$ cat src/rtl/rvsc_pkg.sv
// Package for the release version string checker.
// Holds the character codes, limits, parse phase type and parse state struct.
// No dependencies; imported by every module of the block.
`timescale 1ns / 1ps

package rvsc_pkg;

    localparam int CHAR_W = 8;
    localparam int LEN_W  = 9;
    localparam int PART_W = 2;

    localparam logic [CHAR_W-1:0] CHAR_V    = 8'h76;
    localparam logic [CHAR_W-1:0] CHAR_DOT  = 8'h2E;
    localparam logic [CHAR_W-1:0] CHAR_ZERO = 8'h30;
    localparam logic [CHAR_W-1:0] CHAR_NINE = 8'h39;

    localparam logic [LEN_W-1:0]  LEN_SAT   = 9'd256;
    localparam logic [LEN_W-1:0]  MIN_LEN   = 9'd6;
    localparam logic [PART_W-1:0] PART_LAST = 2'd2;

    localparam logic [CHAR_W-1:0] MAX_LEN_RESET = 8'd32;

    typedef enum logic [2:0] {
        PH_WANT_V     = 3'd0,
        PH_PART_START = 3'd1,
        PH_ZERO       = 3'd2,
        PH_DIGITS     = 3'd3,
        PH_REJECT     = 3'd4
    } phase_t;

    typedef struct packed {
        phase_t              phase;
        logic [PART_W-1:0]   part_count;
        logic [LEN_W-1:0]    length_count;
    } parse_state_t;

endpackage

$ cat src/rtl/rvsc_step.sv
// Combinational parse step: one byte against the current parse state.
// Gives the next state and the verdict for a final byte.
// Depends on rvsc_pkg.
`timescale 1ns / 1ps

module rvsc_step import rvsc_pkg::*; (
    input  parse_state_t       cur_state,
    input  logic [CHAR_W-1:0]  char_in,
    input  logic               last,
    input  logic [CHAR_W-1:0]  maximum_length,
    output parse_state_t       next_state,
    output logic               ok
);

    phase_t            ph;
    logic [PART_W-1:0] part;
    logic [LEN_W-1:0]  len;
    logic              is_digit;
    phase_t            dot_phase;
    logic [PART_W-1:0] dot_part;

    always_comb begin
        is_digit = char_in inside {[CHAR_ZERO:CHAR_NINE]};
        len      = (cur_state.length_count == LEN_SAT) ? LEN_SAT
                                                       : cur_state.length_count + 9'd1;
        if (cur_state.part_count < PART_LAST) begin
            dot_phase = PH_PART_START;
            dot_part  = cur_state.part_count + 2'd1;
        end else begin
            dot_phase = PH_REJECT;
            dot_part  = cur_state.part_count;
        end

        part = cur_state.part_count;
        case (cur_state.phase)
            PH_WANT_V: begin
                ph = (char_in == CHAR_V) ? PH_PART_START : PH_REJECT;
            end
            PH_PART_START: begin
                if (char_in == CHAR_ZERO) begin
                    ph = PH_ZERO;
                end else if (is_digit) begin
                    ph = PH_DIGITS;
                end else begin
                    ph = PH_REJECT;
                end
            end
            PH_ZERO: begin
                if (char_in == CHAR_DOT) begin
                    ph   = dot_phase;
                    part = dot_part;
                end else begin
                    ph = PH_REJECT;
                end
            end
            PH_DIGITS: begin
                if (char_in == CHAR_DOT) begin
                    ph   = dot_phase;
                    part = dot_part;
                end else if (is_digit) begin
                    ph = PH_DIGITS;
                end else begin
                    ph = PH_REJECT;
                end
            end
            default: begin
                ph = PH_REJECT;
            end
        endcase

        ok = (ph == PH_ZERO || ph == PH_DIGITS) && (part == PART_LAST) &&
             (len >= MIN_LEN) && (len <= {1'b0, maximum_length});

        if (last) begin
            next_state.phase        = PH_WANT_V;
            next_state.part_count   = '0;
            next_state.length_count = '0;
        end else begin
            next_state.phase        = ph;
            next_state.part_count   = part;
            next_state.length_count = len;
        end
    end

endmodule

$ cat src/rtl/rvsc_result_reg.sv
// Result register of the checker: holds one verdict until the sink takes it.
// Reports whether a new verdict may be loaded in this cycle.
// Depends on rvsc_pkg.
`timescale 1ns / 1ps

module rvsc_result_reg import rvsc_pkg::*; (
    input  logic aclk,
    input  logic aresetn,
    input  logic load,
    input  logic ok,
    output logic free,
    output logic m_valid,
    output logic m_valid_res,
    input  logic m_ready
);

    logic valid_reg;
    logic valid_next;
    logic res_reg;

    assign free        = !valid_reg || m_ready;
    assign m_valid     = valid_reg;
    assign m_valid_res = res_reg;

    always_comb begin
        if (load) begin
            valid_next = 1'b1;
        end else if (m_ready) begin
            valid_next = 1'b0;
        end else begin
            valid_next = valid_reg;
        end
    end

    always_ff @(posedge aclk) begin
        if (!aresetn) begin
            valid_reg <= 1'b0;
        end else begin
            valid_reg <= valid_next;
        end
    end

    always_ff @(posedge aclk) begin
        if (load) begin
            res_reg <= ok;
        end
    end

endmodule

$ cat src/rtl/release_version_string_checker_core.sv
// Top level of the release version string checker.
// Instantiates rvsc_step and rvsc_result_reg; depends on rvsc_pkg.
//
//   Channel   Direction  Handshake           Payload
//   s_        in         s_valid / s_ready   s_char_in[7:0], s_last
//   m_        out        m_valid / m_ready   m_valid_res
//   cfg_      in         cfg_wr_en           cfg_wr_data[7:0] (maximum length)
//
// One byte is taken per cycle while no final byte waits for the result slot. A byte
// passes an input register, then the parse step, and the verdict for a final byte is
// loaded into the result register when that register is free. A stalled sink holds the
// verdict while further bytes of the next string are still parsed; only a second final
// byte waits for the slot. Reset is synchronous and sets the maximum length to 32.
`timescale 1ns / 1ps

module release_version_string_checker_core import rvsc_pkg::*; (
    input  logic              aclk,
    input  logic              aresetn,
    input  logic              cfg_wr_en,
    input  logic [CHAR_W-1:0] cfg_wr_data,
    input  logic              s_valid,
    output logic              s_ready,
    input  logic [CHAR_W-1:0] s_char_in,
    input  logic              s_last,
    output logic              m_valid,
    input  logic              m_ready,
    output logic              m_valid_res
);

    logic [CHAR_W-1:0] max_len_reg;
    logic              in_valid_reg;
    logic              in_valid_next;
    logic [CHAR_W-1:0] in_char_reg;
    logic              in_last_reg;
    parse_state_t      state_reg;
    parse_state_t      state_next;
    logic              step_ok;
    logic              res_free;
    logic              advance;
    logic              s_take;

    assign advance = in_valid_reg && (!in_last_reg || res_free);
    assign s_ready = !in_valid_reg || advance;
    assign s_take  = s_valid && s_ready;

    always_comb begin
        if (s_take) begin
            in_valid_next = 1'b1;
        end else if (advance) begin
            in_valid_next = 1'b0;
        end else begin
            in_valid_next = in_valid_reg;
        end
    end

    rvsc_step u_step (
        .cur_state      (state_reg),
        .char_in        (in_char_reg),
        .last           (in_last_reg),
        .maximum_length (max_len_reg),
        .next_state     (state_next),
        .ok             (step_ok)
    );

    rvsc_result_reg u_result (
        .aclk        (aclk),
        .aresetn     (aresetn),
        .load        (advance && in_last_reg),
        .ok          (step_ok),
        .free        (res_free),
        .m_valid     (m_valid),
        .m_valid_res (m_valid_res),
        .m_ready     (m_ready)
    );

    always_ff @(posedge aclk) begin
        if (!aresetn) begin
            max_len_reg            <= MAX_LEN_RESET;
            in_valid_reg           <= 1'b0;
            state_reg.phase        <= PH_WANT_V;
            state_reg.part_count   <= '0;
            state_reg.length_count <= '0;
        end else begin
            if (cfg_wr_en) begin
                max_len_reg <= cfg_wr_data;
            end
            in_valid_reg <= in_valid_next;
            if (advance) begin
                state_reg <= state_next;
            end
        end
    end

    always_ff @(posedge aclk) begin
        if (s_take) begin
            in_char_reg <= s_char_in;
            in_last_reg <= s_last;
        end
    end

    a_final_gives_result: assert property (@(posedge aclk) disable iff (!aresetn)
        advance && in_last_reg |=> m_valid)
        else $error("Final byte did not produce a result item.");

    a_final_clears_state: assert property (@(posedge aclk) disable iff (!aresetn)
        advance && in_last_reg |=> state_reg.phase == PH_WANT_V &&
            state_reg.part_count == '0 && state_reg.length_count == '0)
        else $error("Parse state not cleared after final byte.");

    a_part_range: assert property (@(posedge aclk) disable iff (!aresetn)
        state_reg.part_count <= PART_LAST)
        else $error("Part count beyond third part.");

    a_len_sat: assert property (@(posedge aclk) disable iff (!aresetn)
        state_reg.length_count <= LEN_SAT)
        else $error("Length counter passed its saturation value.");

    a_stall_holds_byte: assert property (@(posedge aclk) disable iff (!aresetn)
        in_valid_reg && !advance |=> in_valid_reg && $stable(in_char_reg))
        else $error("Held byte lost while waiting for the result slot.");

endmodule

$ cat config.mk
export PLATFORM = sky130hd
export DESIGN_NAME = release_version_string_checker_core
export DESIGN_NICKNAME = d
export VERILOG_FILES = /design/src/rtl/rvsc_pkg.sv /design/src/rtl/rvsc_step.sv /design/src/rtl/rvsc_result_reg.sv /design/src/rtl/release_version_string_checker_core.sv
export SDC_FILE = /design/constraint.sdc
export NUM_CORES = 1
export LEC_CHECK = 0
export ABC_AREA = 1
export BUFFER_PORTS_ARGS = -buffer_cell sky130_fd_sc_hd__clkbuf_2
export CELL_PAD_IN_SITES_DETAIL_PLACEMENT = 1
export CELL_PAD_IN_SITES_GLOBAL_PLACEMENT = 2
export CORE_MARGIN = 5
export CORE_UTILIZATION = 30
export CTS_BUF_LIST = sky130_fd_sc_hd__clkbuf_4 sky130_fd_sc_hd__clkbuf_8
export DETAILED_ROUTE_END_ITERATION = 6
export PLACE_DENSITY = 0.85
export SLEW_MARGIN = 10
export SYNTH_ARGS = -nofsm -noshare
export SYNTH_HDL_FRONTEND = slang
export SYNTH_SLANG_ARGS = --single-unit
$ cat constraint.sdc
create_clock -name aclk -period 2 [get_ports aclk]
set_input_delay 0.3 -clock aclk [delete_from_list [all_inputs] [get_ports aclk]]
set_output_delay 0.3 -clock aclk [all_outputs]
set_load 0.05 [all_outputs]
==> results.rst <==
.. list-table::
   :header-rows: 1

   * - Metric
     - Value
   * - Status
     - finished with violations
   * - Violated checks
     - setup timing
   * - Number of placement rows
     - 29
   * - CORE AREA
     - between 0.006 and 0.007 sq mm
   * - Power consumption
     - ~1.5 mW
   * - Vias per inst
     - 4.62
   * - Mean area per synthesized cell
     - 7.19 sq um
   * - Library cell with the largest summed area after synthesis
     - sky130_fd_sc_hd__dfxtp_1
   * - Sink Count
     - 34
   * - Clock slew at reported path FFs
     - 0.08 ns
   * - Top post-synthesis cells by area
     - sky130_fd_sc_hd__dfxtp_1 (25%), sky130_fd_sc_hd__edfxtp_1 (16%), sky130_fd_sc_hd__nand2_1 (14%)
   * - Post-CTS Hold Fix Bufs
     - 0
   * - Final Cell Area
     - about 0.0025 sq mm
   * - Antenna violations before repair
     - 0
   * - Most numerous cell in the Yosys netlist
     - sky130_fd_sc_hd__nand2_1
   * - Yosys warning total
     - 0
   * - Setup slack at placement
     - -0.246 ns
   * - Capturing element type of the critical path
     - flop
   * - Library cell used as clock root buffer
     - sky130_fd_sc_hd__clkbuf_8
   * - Average wire length per cell after detail routing
     - between 10 and 15 um
   * - Seq/Total Area, Yosys
     - between 40% and 50%
   * - Clock tree skew after final layout
     - ~0.0066 ns
   * - Wire length after detailed routing
     - between 5000 and 6000 um
   * - Clock tree from TritonCTS
     - done
   * - Aggregate global-route resource usage
     - ~14%
   * - Remaining global-route overflow
     - 0
   * - Largest register FFs
     - 14
   * - # fillers
     - between 700 and 800
   * - Number of I/O port buffers
     - 24
   * - Peak supply drop
     - between 300 and 400 uV
   * - Setup Viol. Count Final
     - 1
   * - Number of CTS-inserted buffers
     - 5
   * - Pin count of the biggest net entering global routing
     - 16
   * - Fraction of registers with async set/reset
     - 0%
   * - Non-filler cells in the finished layout
     - a little under 400
   * - Max clock buf depth
     - 2
   * - Starting utilization of the core area
     - between 30 and 40%
   * - Path type of the worst setup path
     - flop to flop
   * - Global-route wire length before repair
     - between 8000 and 9000 um
   * - Remaining routing DRC violations
     - 0
   * - Final net count
     - ~350
   * - Net Count, Synth
     - ~300
   * - Yosys cell types
     - 25
   * - Post-synth top cells
     - sky130_fd_sc_hd__nand2_1 (69), sky130_fd_sc_hd__inv_1 (48), sky130_fd_sc_hd__a21oi_1 (24), sky130_fd_sc_hd__dfxtp_1 (24), sky130_fd_sc_hd__nand3_1 (15)
   * - Placed Area
     - between 0.002 and 0.0025 sq mm
   * - Total Die Area
     - ~0.0080 sq mm
   * - Setup ws final
     - -0.160 ns
   * - Main synth FF type
     - sky130_fd_sc_hd__dfxtp_1
   * - Type of the worst min-delay path
     - input port to flop
   * - Synth Register Bits
     - 34
   * - Final cell utilization of the core
     - a little over 40%
   * - Horiz. Die Dim
     - between 80 and 90 um
   * - Arrival time reported for the critical path endpoint
     - 2.20 ns
   * - Hpwl dp
     - between 3000 and 4000 um
   * - Number of global-route vias before repair
     - between 1,500 and 2,000
   * - Fraction of synthesized cell area taken by the top area cell type
     - 25.3%
   * - Final critical delay including setup and external delays
     - 2.16 ns
   * - Number of hold violations in the final report
     - 0
   * - CTS H-Tree Depth
     - 2
   * - Number of flops mapped to enable cells by yosys
     - 10
   * - Ratio of cells with drive above 1 in the final layout
     - between 20 and 30%
   * - Critical Path Fanout Max
     - 4
   * - Pins Over Slew Limit
     - 0
   * - Weighted congestion at the end of routability-driven global placement
     - 0.785
   * - Worst-case headroom to the max-slew limit
     - roughly two fifths
   * - Static leakage
     - roughly 1.1 nW
   * - Cell total after placement
     - 382
   * - Transition time of the tightest slew-check pin
     - approximately 0.87 ns
   * - Post-DRT Antenna Nets
     - 0
   * - Overall via count from detail_route
     - ~1,800
   * - Number of instances in the synthesized netlist
     - roughly 260
   * - First DRT Iteration DRCs
     - 52
   * - Diode count
     - 0
   * - Die Y-Extent
     - slightly below 90 um
   * - Worst Setup Start Kind
     - flop
   * - Fin crit share
     - 108%
   * - Worst endpoint required time
     - just over 2 ns
   * - Unrepaired setup endpoints after global routing
     - true
   * - Insertion delay to the later sink of the worst-skew pair
     - a little under 0.3 ns
   * - Area growth, synth to finish
     - 32.6%
   * - Max frequency
     - between 0.4 and 0.5 GHz
   * - I/O Pins
     - 25
   * - Pwr/cell area
     - about 610 mW/mm^2
   * - Detailed Routing Iterations Pass 1
     - 4
   * - Max cap viols
     - 0
   * - Post-synthesis instance area
     - 0.00190 sq mm
-- final cells by class --
cell class	instances	area (sq um)	area share (%)
clock buffer	5	68.8	2.73
timing repair buffer	53	338	13.4
multi-input combinational	174	982	39.0
clock inverter	3	45.0	1.79
tap	77	96.3	3.83
sequential	34	790	31.4
inverter	51	196	7.81
-- routing by layer --
metal / part of all wire (%) / GRT usage, % / wire, um
met4: 1.7 / 5.68 / 85
met3: 2.6 / 2.49 / 135
met1: 46 / 18.2 / 2360
met2: 49 / 24.1 / 2520
met5: 0 / 0 / 0
-- final timing paths --
path,cells past startpoint,startpoint,to,slack (ns)
worst max-delay path,19,state_reg[1],u_result.m_valid_res,-0.16
worst min-delay path,1,s_last,in_last_reg,0.18
worst min register to register,2,state_reg[9],state_reg[9],0.47
worst max register to register,19,state_reg[1],u_result.m_valid_res,-0.16
-- worst max-delay path, cell delays in order, from the launching register on --
cell	delay, ns
sky130_fd_sc_hd__dfxtp_4	0.38
sky130_fd_sc_hd__inv_4	0.06
sky130_fd_sc_hd__ha_4	0.11
sky130_fd_sc_hd__nand4_1	0.08
sky130_fd_sc_hd__nor2_2	0.15
sky130_fd_sc_hd__nand2_1	0.08
sky130_fd_sc_hd__nand2_1	0.09
sky130_fd_sc_hd__inv_2	0.05
sky130_fd_sc_hd__ha_4	0.26
sky130_fd_sc_hd__nand2_2	0.05
sky130_fd_sc_hd__nor2_2	0.10
sky130_fd_sc_hd__nand2_1	0.07
sky130_fd_sc_hd__nand3_1	0.07
sky130_fd_sc_hd__nand2_1	0.06
sky130_fd_sc_hd__nand2_1	0.05
sky130_fd_sc_hd__nand2_1	0.04
sky130_fd_sc_hd__nand2_1	0.05
sky130_fd_sc_hd__nand2_1	0.06
sky130_fd_sc_hd__nand3_2	0.06
sky130_fd_sc_hd__nor2_2	0.04
-- what timing repair did --
item                                   in CTS  in global routing
resized for setup                          20                  8
buffers inserted                            5                  2
setup endpoints to repair                   1                  1
endpoints found under the hold margin       0                  0
pin swaps                                   8                  5
-- kinds of logic after synthesis --
group / Yosys count / share of synthesized area (%)
buffers and inverters: 56 / 11.3
adder cells (fa/ha/maj): 11 / 7.25
flip-flops: 34 / 41.1
AND/OR/NAND/NOR: 121 / 28.5
AO/OA/AOI/OAI: 42 / 11.8
-- placed cells by master, fill, tap and decap left out, types with 3 or more instances in the layout --
cell and count:
sky130_fd_sc_hd__nand2_1 64, sky130_fd_sc_hd__inv_1 45, sky130_fd_sc_hd__buf_4 29, sky130_fd_sc_hd__a21oi_1 24, sky130_fd_sc_hd__clkbuf_2 24, sky130_fd_sc_hd__dfxtp_1 21
sky130_fd_sc_hd__nand3_1 13, sky130_fd_sc_hd__nor2_1 11, sky130_fd_sc_hd__o21ai_0 11, sky130_fd_sc_hd__nand4_1 10, sky130_fd_sc_hd__edfxtp_1 10, sky130_fd_sc_hd__nor2_2 7
sky130_fd_sc_hd__nand2_2 7, sky130_fd_sc_hd__ha_1 7, sky130_fd_sc_hd__nor3_1 5, sky130_fd_sc_hd__clkbuf_8 5, sky130_fd_sc_hd__ha_4 4, sky130_fd_sc_hd__o21ai_1 3
-- report_power, final --
part / switching (mW) / internal, mW / total (mW)
logic: 0.0896 / 0.0619 / 0.151
clock network: 0.267 / 0.371 / 0.638
registers: 0.0153 / 0.735 / 0.750
total: 0.372 / 1.17 / 1.54
-- stage by stage --
| step | TNS, ns | hold slack [ns] |
|---|---|---|
| finish | -0.160 | 0.180 |
| detailed placement | -0.246 | 0.465 |
| global placement | -0.0970 | 0.457 |
| floorplan | -0.00593 | 0.399 |
| global route | -0.317 | 0.156 |
| CTS | -0.149 | 0.172 |
Note: power is estimated with default switching activity, not from simulation.
